File: src/rtl/lrpsc_pkg.sv
// package: operation codes, register indexes and ring pattern tables for the led ring scan core
`timescale 1ns / 1ps

package lrpsc_pkg;

    localparam int LRPSC_NUM_RINGS = 8;
    localparam int CFG_INDEX_W     = 8;

    localparam logic [2:0] OP_SET_POSITION = 3'd0;
    localparam logic [2:0] OP_SET_GPC      = 3'd1;
    localparam logic [2:0] OP_SET_METER    = 3'd2;
    localparam logic [2:0] OP_ADD_MASK     = 3'd3;
    localparam logic [2:0] OP_UPDATE       = 3'd4;
    localparam logic [2:0] OP_SCAN         = 3'd5;

    localparam logic [CFG_INDEX_W-1:0] CFG_GPC_MODE   = CFG_INDEX_W'(0);
    localparam logic [CFG_INDEX_W-1:0] CFG_SWAP       = CFG_INDEX_W'(1);
    localparam logic [CFG_INDEX_W-1:0] CFG_RING_CATH  = CFG_INDEX_W'(2);
    localparam logic [CFG_INDEX_W-1:0] CFG_METER_CATH = CFG_INDEX_W'(3);

    localparam logic [15:0] HUB_LED = 16'h0800;

    localparam logic [15:0] NORMAL_TABLE [64] = '{
        16'h0000, 16'h0001, 16'h0002, 16'h0004, 16'h0008, 16'h0010, 16'h0020, 16'h0040,
        16'h0080, 16'h0100, 16'h0200, 16'h0400, 16'h0400, 16'h0400, 16'h0400, 16'h0400,
        16'h0000, 16'h003f, 16'h003e, 16'h003c, 16'h0038, 16'h0030, 16'h0020, 16'h0060,
        16'h00e0, 16'h01e0, 16'h03e0, 16'h07e0, 16'h07e0, 16'h07e0, 16'h07e0, 16'h07e0,
        16'h0000, 16'h0001, 16'h0003, 16'h0007, 16'h000f, 16'h001f, 16'h003f, 16'h007f,
        16'h00ff, 16'h01ff, 16'h03ff, 16'h07ff, 16'h07ff, 16'h07ff, 16'h07ff, 16'h07ff,
        16'h0000, 16'h0020, 16'h0070, 16'h00f8, 16'h01fc, 16'h03fe, 16'h07ff, 16'h07ff,
        16'h07ff, 16'h07ff, 16'h07ff, 16'h07ff, 16'h07ff, 16'h07ff, 16'h07ff, 16'h07ff
    };

    localparam logic [15:0] GPC_TABLE [32] = '{
        16'h0001, 16'h0001, 16'h0003, 16'h0003, 16'h0003, 16'h0007, 16'h0007, 16'h0007,
        16'h000f, 16'h000f, 16'h000f, 16'h001f, 16'h001f, 16'h001f, 16'h003f, 16'h003f,
        16'h003f, 16'h003f, 16'h007f, 16'h007f, 16'h007f, 16'h00ff, 16'h00ff, 16'h00ff,
        16'h01ff, 16'h01ff, 16'h01ff, 16'h03ff, 16'h03ff, 16'h03ff, 16'h07ff, 16'h07ff
    };

    typedef enum logic [2:0] {
        ST_IDLE = 3'b001,
        ST_WALK = 3'b010,
        ST_SCAN = 3'b100
    } state_t;

    function automatic logic [15:0] ring_pattern(input logic gpc, input logic [6:0] v);
        logic [15:0] p;
        if (gpc) begin
            p = GPC_TABLE[v[6:2]];
        end else begin
            p = NORMAL_TABLE[v[5:0]] | (v[6] ? HUB_LED : 16'h0000);
        end
        return p;
    endfunction

endpackage

File: src/rtl/led_ring_pattern_scan_controller_core.sv
// top level: led ring and meter multiplex scan controller
//
// input channel (s_valid/s_ready) takes one command word: position, gpc value and meter
// writes and mask adds complete in the accept cycle. an update word walks the rings one
// per cycle through a shared pattern lookup, so it holds s_ready low until the walk has
// passed the last ring. a scan word enters the scan state, which loads the result
// register once it is free; the result (m_valid/m_ready) carries cathode masks and
// the anode pattern. s_ready returns once the result register has taken the scan word,
// so a new command word is taken while the previous result waits. if the receiver stalls,
// a second scan word waits in the scan state until the result register frees up.
// a scan with no cathode group fitted gives no result.
// configuration port (cfg_valid/cfg_ready) is always ready and writes one register per
// word; write only while no command word is in flight.
// reset (aresetn low, synchronous) clears all ring stores and the scan counter, sets every
// update flag and empties the result register.
`timescale 1ns / 1ps

module led_ring_pattern_scan_controller_core
    import lrpsc_pkg::*;
#(
    parameter int NUM_RINGS = LRPSC_NUM_RINGS
) (
    input  logic                   aclk,
    input  logic                   aresetn,

    input  logic                   cfg_valid,
    output logic                   cfg_ready,
    input  logic [CFG_INDEX_W-1:0] cfg_index,
    input  logic                   cfg_data,

    input  logic                   s_valid,
    output logic                   s_ready,
    input  logic [2:0]             s_operation,
    input  logic [2:0]             s_ring_index,
    input  logic [6:0]             s_position,
    input  logic [15:0]            s_meter_bits,
    input  logic [7:0]             s_update_mask,

    output logic                   m_valid,
    input  logic                   m_ready,
    output logic                   m_ring_cathode_valid,
    output logic [7:0]             m_ring_cathode_mask,
    output logic                   m_meter_cathode_valid,
    output logic [7:0]             m_meter_cathode_mask,
    output logic [15:0]            m_anode_bits
);

    localparam int IDX_W = (NUM_RINGS > 1) ? $clog2(NUM_RINGS) : 1;
    localparam logic [IDX_W-1:0] LAST_RING = IDX_W'(NUM_RINGS - 1);

    state_t state_reg;

    logic gpc_mode_reg;
    logic swap_reg;
    logic ring_en_reg;
    logic meter_en_reg;

    logic [6:0]           ring_positions_reg [NUM_RINGS];
    logic [6:0]           gpc_values_reg     [NUM_RINGS];
    logic [15:0]          meter_patterns_reg [NUM_RINGS];
    logic [15:0]          ring_patterns_reg  [NUM_RINGS];
    logic [NUM_RINGS-1:0] update_flags_reg;
    logic [3:0]           scan_counter_reg;
    logic [IDX_W-1:0]     walk_reg;

    logic        m_valid_reg;
    logic        rv_reg;
    logic        mv_reg;
    logic [7:0]  rmask_reg;
    logic [7:0]  mmask_reg;
    logic [15:0] anode_reg;

    logic             s_fire;
    logic             idx_ok;
    logic [IDX_W-1:0] widx;
    logic [6:0]       walk_value;
    logic [15:0]      walk_pattern;
    logic             both_groups;
    logic [3:0]       scan_counter_next;
    logic [2:0]       slot;
    logic [7:0]       sel;
    logic             ring_half;
    logic             slot_ok;
    logic [15:0]      ring_slot_pattern;
    logic [15:0]      meter_slot_pattern;
    logic [15:0]      anode_next;
    logic             out_free;

    assign cfg_ready = 1'b1;
    assign s_ready   = (state_reg == ST_IDLE);
    assign s_fire    = s_valid && s_ready;
    assign idx_ok    = (32'(s_ring_index) < NUM_RINGS);
    assign widx      = s_ring_index[IDX_W-1:0];

    // shared pattern lookup for the update walk
    assign walk_value   = gpc_mode_reg ? gpc_values_reg[walk_reg] : ring_positions_reg[walk_reg];
    assign walk_pattern = ring_pattern(gpc_mode_reg, walk_value);

    assign both_groups       = ring_en_reg && meter_en_reg;
    assign scan_counter_next = both_groups ? scan_counter_reg + 4'd1
                                           : {1'b0, scan_counter_reg[2:0] + 3'd1};
    assign slot      = scan_counter_next[2:0];
    assign sel       = ~(8'd1 << slot);
    assign ring_half = both_groups ? !scan_counter_next[3] : ring_en_reg;
    assign slot_ok   = (32'(slot) < NUM_RINGS);

    assign ring_slot_pattern  = slot_ok ? ring_patterns_reg[slot[IDX_W-1:0]] : 16'h0000;
    assign meter_slot_pattern = slot_ok ? meter_patterns_reg[slot[IDX_W-1:0]] : 16'h0000;
    assign anode_next = (ring_half != swap_reg) ? ring_slot_pattern : meter_slot_pattern;

    assign out_free = !m_valid_reg || m_ready;

    always_ff @(posedge aclk) begin
        if (!aresetn) begin
            gpc_mode_reg <= 1'b0;
            swap_reg     <= 1'b0;
            ring_en_reg  <= 1'b1;
            meter_en_reg <= 1'b1;
        end else if (cfg_valid) begin
            case (cfg_index)
                CFG_GPC_MODE:   gpc_mode_reg <= cfg_data;
                CFG_SWAP:       swap_reg     <= cfg_data;
                CFG_RING_CATH:  ring_en_reg  <= cfg_data;
                CFG_METER_CATH: meter_en_reg <= cfg_data;
                default: ;
            endcase
        end
    end

    always_ff @(posedge aclk) begin
        if (!aresetn) begin
            state_reg        <= ST_IDLE;
            update_flags_reg <= '1;
            scan_counter_reg <= 4'd0;
            walk_reg         <= '0;
            for (int i = 0; i < NUM_RINGS; i++) begin
                ring_positions_reg[i] <= 7'd0;
                gpc_values_reg[i]     <= 7'd0;
                meter_patterns_reg[i] <= 16'h0000;
                ring_patterns_reg[i]  <= 16'h0000;
            end
        end else begin
            case (state_reg)
                ST_IDLE: begin
                    if (s_fire) begin
                        case (s_operation)
                            OP_SET_POSITION: begin
                                if (idx_ok) begin
                                    ring_positions_reg[widx] <= s_position;
                                    update_flags_reg[widx]   <= 1'b1;
                                end
                            end
                            OP_SET_GPC: begin
                                if (idx_ok) begin
                                    gpc_values_reg[widx] <= s_position;
                                end
                            end
                            OP_SET_METER: begin
                                if (idx_ok) begin
                                    meter_patterns_reg[widx] <= s_meter_bits;
                                end
                            end
                            OP_ADD_MASK: begin
                                update_flags_reg <= update_flags_reg
                                                    | s_update_mask[NUM_RINGS-1:0];
                            end
                            OP_UPDATE: begin
                                walk_reg  <= '0;
                                state_reg <= ST_WALK;
                            end
                            OP_SCAN: begin
                                if (ring_en_reg || meter_en_reg) begin
                                    state_reg <= ST_SCAN;
                                end
                            end
                            default: ;
                        endcase
                    end
                end
                ST_WALK: begin
                    if (update_flags_reg[walk_reg]) begin
                        update_flags_reg[walk_reg]  <= 1'b0;
                        ring_patterns_reg[walk_reg] <= walk_pattern;
                    end
                    if (walk_reg == LAST_RING) begin
                        state_reg <= ST_IDLE;
                    end else begin
                        walk_reg <= walk_reg + IDX_W'(1);
                    end
                end
                ST_SCAN: begin
                    if (out_free) begin
                        scan_counter_reg <= scan_counter_next;
                        state_reg        <= ST_IDLE;
                    end
                end
                default: begin
                    state_reg <= ST_IDLE;
                end
            endcase
        end
    end

    // result word valid
    always_ff @(posedge aclk) begin
        if (!aresetn) begin
            m_valid_reg <= 1'b0;
        end else if (state_reg == ST_SCAN && out_free) begin
            m_valid_reg <= 1'b1;
        end else if (m_ready) begin
            m_valid_reg <= 1'b0;
        end
    end

    // result payload
    always_ff @(posedge aclk) begin
        if (state_reg == ST_SCAN && out_free) begin
            rv_reg    <= both_groups || ring_en_reg;
            mv_reg    <= both_groups || !ring_en_reg;
            rmask_reg <= ring_half ? sel : 8'hff;
            mmask_reg <= ring_half ? 8'hff : sel;
            anode_reg <= anode_next;
        end
    end

    assign m_valid               = m_valid_reg;
    assign m_ring_cathode_valid  = rv_reg;
    assign m_ring_cathode_mask   = rmask_reg;
    assign m_meter_cathode_valid = mv_reg;
    assign m_meter_cathode_mask  = mmask_reg;
    assign m_anode_bits          = anode_reg;

    a_one_cathode: assert property (@(posedge aclk) disable iff (!aresetn)
        m_valid |-> ($countones(~{m_ring_cathode_mask, m_meter_cathode_mask}) == 1))
        else $error("scan word does not select exactly one cathode");

    a_absent_ring_idle: assert property (@(posedge aclk) disable iff (!aresetn)
        (m_valid && !m_ring_cathode_valid) |-> (m_ring_cathode_mask == 8'hff))
        else $error("absent ring group driven");

    a_absent_meter_idle: assert property (@(posedge aclk) disable iff (!aresetn)
        (m_valid && !m_meter_cathode_valid) |-> (m_meter_cathode_mask == 8'hff))
        else $error("absent meter group driven");

    a_update_walks: assert property (@(posedge aclk) disable iff (!aresetn)
        (s_valid && s_ready && s_operation == OP_UPDATE) |=>
        (state_reg == ST_WALK && walk_reg == '0))
        else $error("update word did not start the ring walk");

    a_walk_ends: assert property (@(posedge aclk) disable iff (!aresetn)
        (state_reg == ST_WALK && walk_reg == LAST_RING) |=>
        (state_reg == ST_IDLE && update_flags_reg[LAST_RING] == 1'b0))
        else $error("ring walk did not finish cleanly");

endmodule
File: config.mk
export PLATFORM = sky130hd
export DESIGN_NAME = led_ring_pattern_scan_controller_core
export DESIGN_NICKNAME = d
export VERILOG_FILES = /design/src/rtl/lrpsc_pkg.sv /design/src/rtl/led_ring_pattern_scan_controller_core.sv
export SDC_FILE = /design/constraint.sdc
export NUM_CORES = 1
export LEC_CHECK = 0
export ABC_CLOCK_PERIOD_IN_PS = 4000
export BUFFER_PORTS_ARGS = -buffer_cell sky130_fd_sc_hd__buf_2
export CAP_MARGIN = 20
export CORE_MARGIN = 1.5
export CORE_UTILIZATION = 34
export CTS_BUF_LIST = sky130_fd_sc_hd__clkbuf_8
export CTS_CLUSTER_DIAMETER = 60
export DETAILED_ROUTE_END_ITERATION = 7
export GPL_TIMING_DRIVEN = 0
export MAX_ROUTING_LAYER = met4
export PLACE_DENSITY_LB_ADDON = 0.1
export SYNTH_ARGS = -nofsm -noshare
export SYNTH_HDL_FRONTEND = slang
export SYNTH_SLANG_ARGS = --single-unit
File: constraint.sdc
create_clock -name aclk -period 4 [get_ports aclk]
set_clock_uncertainty 0.05 [all_clocks]
set_input_delay 0.4 -clock aclk [delete_from_list [all_inputs] [get_ports aclk]]
set_output_delay 0.4 -clock aclk [all_outputs]
set_load 0.01 [all_outputs]
==> results.md <==
- Status: completed
- Final WL: 53,500 µm
- GRT overflow: 0
- Vias/cell: roughly 5
- Reg-to-reg critical path endpoint: ring_patterns_reg[7][9]$_SDFFCE_PN0P_
- Iter 0 DRT Violations: 914
- Setup Viol. Count Final: 0
- Initial Utilization: 0.344
- R2r worst-path depth: 12
- Critical Path RT: between 4000 and 5000 ps
- Post-synth top flop: edfxtp_1
- Pwr per Cell Area: around 410 nW/µm²
- Yosys cell types: 85
- Mapped cell area: approximately 19,000 µm²
- Critical Path Start Type: flop
- Hpwl dp: about 38,000 µm
- Syn-to-layout area delta: 16.6%
- Fin. Hold Viols: 0
- Synthesized Nets: around 1,300
- Synth Area in Simple Gates: 0.151
- XOR/XNOR Fraction of Synth Area: 0.00424
- Largest net degree at the start of global routing: 37
- DR WL/cell: 24.0 µm
- Clock tree sinks: about 400
- Final period utilization: 0.949
- Switching part of the total: 0.241
- Yosys warns: 0
- Vias in the first global route: between 10,000 and 15,000
- Syn Inst Count: roughly 1,300
- Highest Clock Rate: roughly 260 MHz
- IO Count: 88
- MaxCap Viol Count: 0
- DP Area: between 20,000 and 25,000 µm²
- CTS tree: built
- Comb pwr share: 0.055
- CTS buffer count: 73
- Async SR Flop Fraction: 0
- Core Region: ~54,000 µm²
- Largest family of logic cells by synthesized area: simple AND/OR/NAND/NOR gates
- Pin slew with the least headroom to its limit: just over 1000 ps
- I/O Buffers: 85
- Nets: 1,534
- Drt pass-1 iters: 5
- Flop pwr share: 0.531
- Placer congestion estimate: just over 0.8
- Syn Area/Cell: about 14 µm²
- Die height: around 240 µm
- Mux cell area share after synthesis: 0.132
- Synth Area in Adders: 0.00741
- Clk_lat worst skew: ~650 ps
- Hold_sp: s_position[0]
- Slew HR: 0.329
- Share of the yosys chip area belonging to registers: 0.626
- Total number of vias: about 11,000
- Crit path DAT: slightly above 4000 ps
- First-pass GRT wire length: between 70,000 and 80,000 µm
- Final ANT Viol Nets: 0
- Max-slew violations: 0
- Hold Path End: gpc_values_reg[5][0]$_SDFFCE_PN0P_
- Sw power: approximately 2100 µW
- Tmin final: ~3800 ps
- Leakage: 0.00765 µW
- Htree depth: 3
- Root buffer cell: clkbuf_8
- Hold depth: 2
- DIE AREA: between 50,000 and 60,000 µm²
- Chip width: 237 µm
- Worst Path Max Fanout: 10
- Crit end category: flop
- Post-placement setup slack: -1360 ps
- R2r setup slk: between 200 and 250 ps
- Clk slew on worst S/H paths: 60 ps
- Maximum buffer depth of the clock tree: 3
- RSZ-0062 raised after global routing: false
- Row cnt: 85
- Clock network fraction of total power: 0.413
- Max VDD drop: roughly 0.19 mV
- Design Area, Final: around 22,000 µm²
- Compound-Gate Fraction of Synth Area: 0.0505
- Synth Register Bits: approximately 400
- Global Route Usage Sum: 0.199
- Final WS setup: slightly above 200 ps
- Pint: approximately 6700 µW
- Hold Crit Class: in2reg
- Ratio of cells with drive above 1 in the final layout: 0.247
- Setup CP Type: reg2reg
- DRC: 0
- Post-synth EDFFs: 370
- Final Power: roughly 9000 µW
- Initial antenna violation count: 6
- Max reg flops: approximately 130
[per-stage QoR]
stage	hold WS (ps)	util	setup TNS, ps	std cells
after floorplan	395	-	0	1282
after global placement	412	0.368	-90000	2063
after detailed placement	423	0.374	-19360	2087
after CTS	15.7	0.400	0	2223
after global routing	65.9	0.402	0	2229
final	52.7	0.402	0	2230
[synthesized netlist by cell type, types with 4 or more instances]
library cell	number	area, µm²
a21oi_1	21	105
a22oi_1	6	45.0
and2_1	243	1520
buf_2	8	40.0
buf_6	12	135
clkbuf_1	42	158
clkbuf_8	6	82.6
dfxtp_1	26	521
edfxtp_1	370	11100
ha_1	11	138
inv_1	10	37.5
mux2_2	4	45.0
mux2i_1	19	190
mux4_1	10	263
mux4_2	81	1820
nand2_1	60	225
nand2b_1	5	31.3
nand3_1	18	90.1
nand3b_1	6	45.0
nor2_1	159	597
nor2b_1	6	37.5
nor3_1	5	25.0
nor4_1	10	62.6
o21ai_0	34	170
o311ai_0	4	35.0
o31a_1	8	70.1
o31ai_1	4	30.0
xnor2_1	5	43.8
xor2_1	4	35.0
[how the worst max path moves through the flow]
stage | from | end | slack [ps] | depth (start not counted)
3_3_place_gp | scan_counter_reg[0]$_SDFFE_PN0P_ | m_anode_bits[0]$_DFFE_PP_ | -1320 | 10
6_report | flop | ring_patterns_reg[7][9]$_SDFFCE_PN0P_ | 200 | 12
4_1_cts | scan_counter_reg[0]$_SDFFE_PN0P_ | m_anode_bits[11]$_DFFE_PP_ | 1 | 10
5_1_grt | flop | ring_patterns_reg[6][3]$_SDFFCE_PN0P_ | 3 | 12
3_5_place_dp | scan_counter_reg[0]$_SDFFE_PN0P_ | m_anode_bits[0]$_DFFE_PP_ | -1360 | 10
2_1_floorplan | scan_counter_reg[0]$_SDFFE_PN0P_ | m_anode_bits[0]$_DFFE_PP_ | 370 | 10
[area by class of cell]
type	count	area, µm²
Inverter	11	41.3
Buffer	76	517
Multi-Input combinational cell	799	6480
Fill cell	5091	32300
Sequential cell	396	11600
Timing Repair Buffer	115	749
Clock inverter	55	282
Clock buffer	78	1070
Antenna cell	4	10.0
Tap cell	696	871
[worst max-delay path, stage by stage (launching register included)]
cell and delay (ps):
dfxtp_1 320, buf_6 170, clkbuf_8 210, buf_8 210
mux4_1 680, mux4_2 580, inv_1 130, ha_1 200
inv_1 140, a31oi_1 160, o32a_1 190, o211a_1 380
nor2_1 70
[repair_timing]
item                                    CTS  global route
hold endpoints to repair                  3             0
cloned                                    0             0
setup buffers                             1             1
gates resized for setup                  12             5
pin swaps                                 1             2
endpoints found under the setup margin   33            30
hold buffers                              2             0
[power groups by stage]
stage	combinational, µW	sequential, µW	clock (µW)
after global routing	524	4680	3930
after floorplan	247	4740	0
after CTS	486	4680	3740
after global placement	450	4760	0
after detailed placement	479	4760	0
final	487	4680	3640
[placed cells by master (no fill, tap or decap), types with 8 or more instances in the layout]
master      n
o31a_1      8
mux4_2     81
mux4_1     10
clkbuf_8   84
nand2_1    60
inv_1      36
buf_4      16
a21oi_1    21
buf_2      93
clkbuf_1   37
clkinv_2   10
edfxtp_1  370
buf_8       8
o21ai_2     8
ha_1       11
o21ai_0    25
and2_1    243
mux2i_1    19
nor4_1     10
nor2_1    159
dfxtp_1    26
nand3_1    18
buf_6      17
clkinv_1   11
[cell families after synthesis]
family / Yosys count
AOI/OAI and AO/OA: 124
muxes: 122
xor gates and xnor gates: 9
buffers and inverters: 87
adders and majority gates: 11
and+or+nand+nor: 532
DFF: 396
other: 1
[layer usage]
| layer | vias to the layer above | wire, µm | track usage |
|---|---|---|---|
| met1 | 5814 | 25800 | 0.283 |
| met3 | 65 | 2500 | 0.0379 |
| met2 | 278 | 24200 | 0.290 |
| met5 | - | 0 | - |
| li1 | 5202 | - | - |
| met4 | 0 | 937 | 0.0589 |
Power figures use the tool's default switching activity.
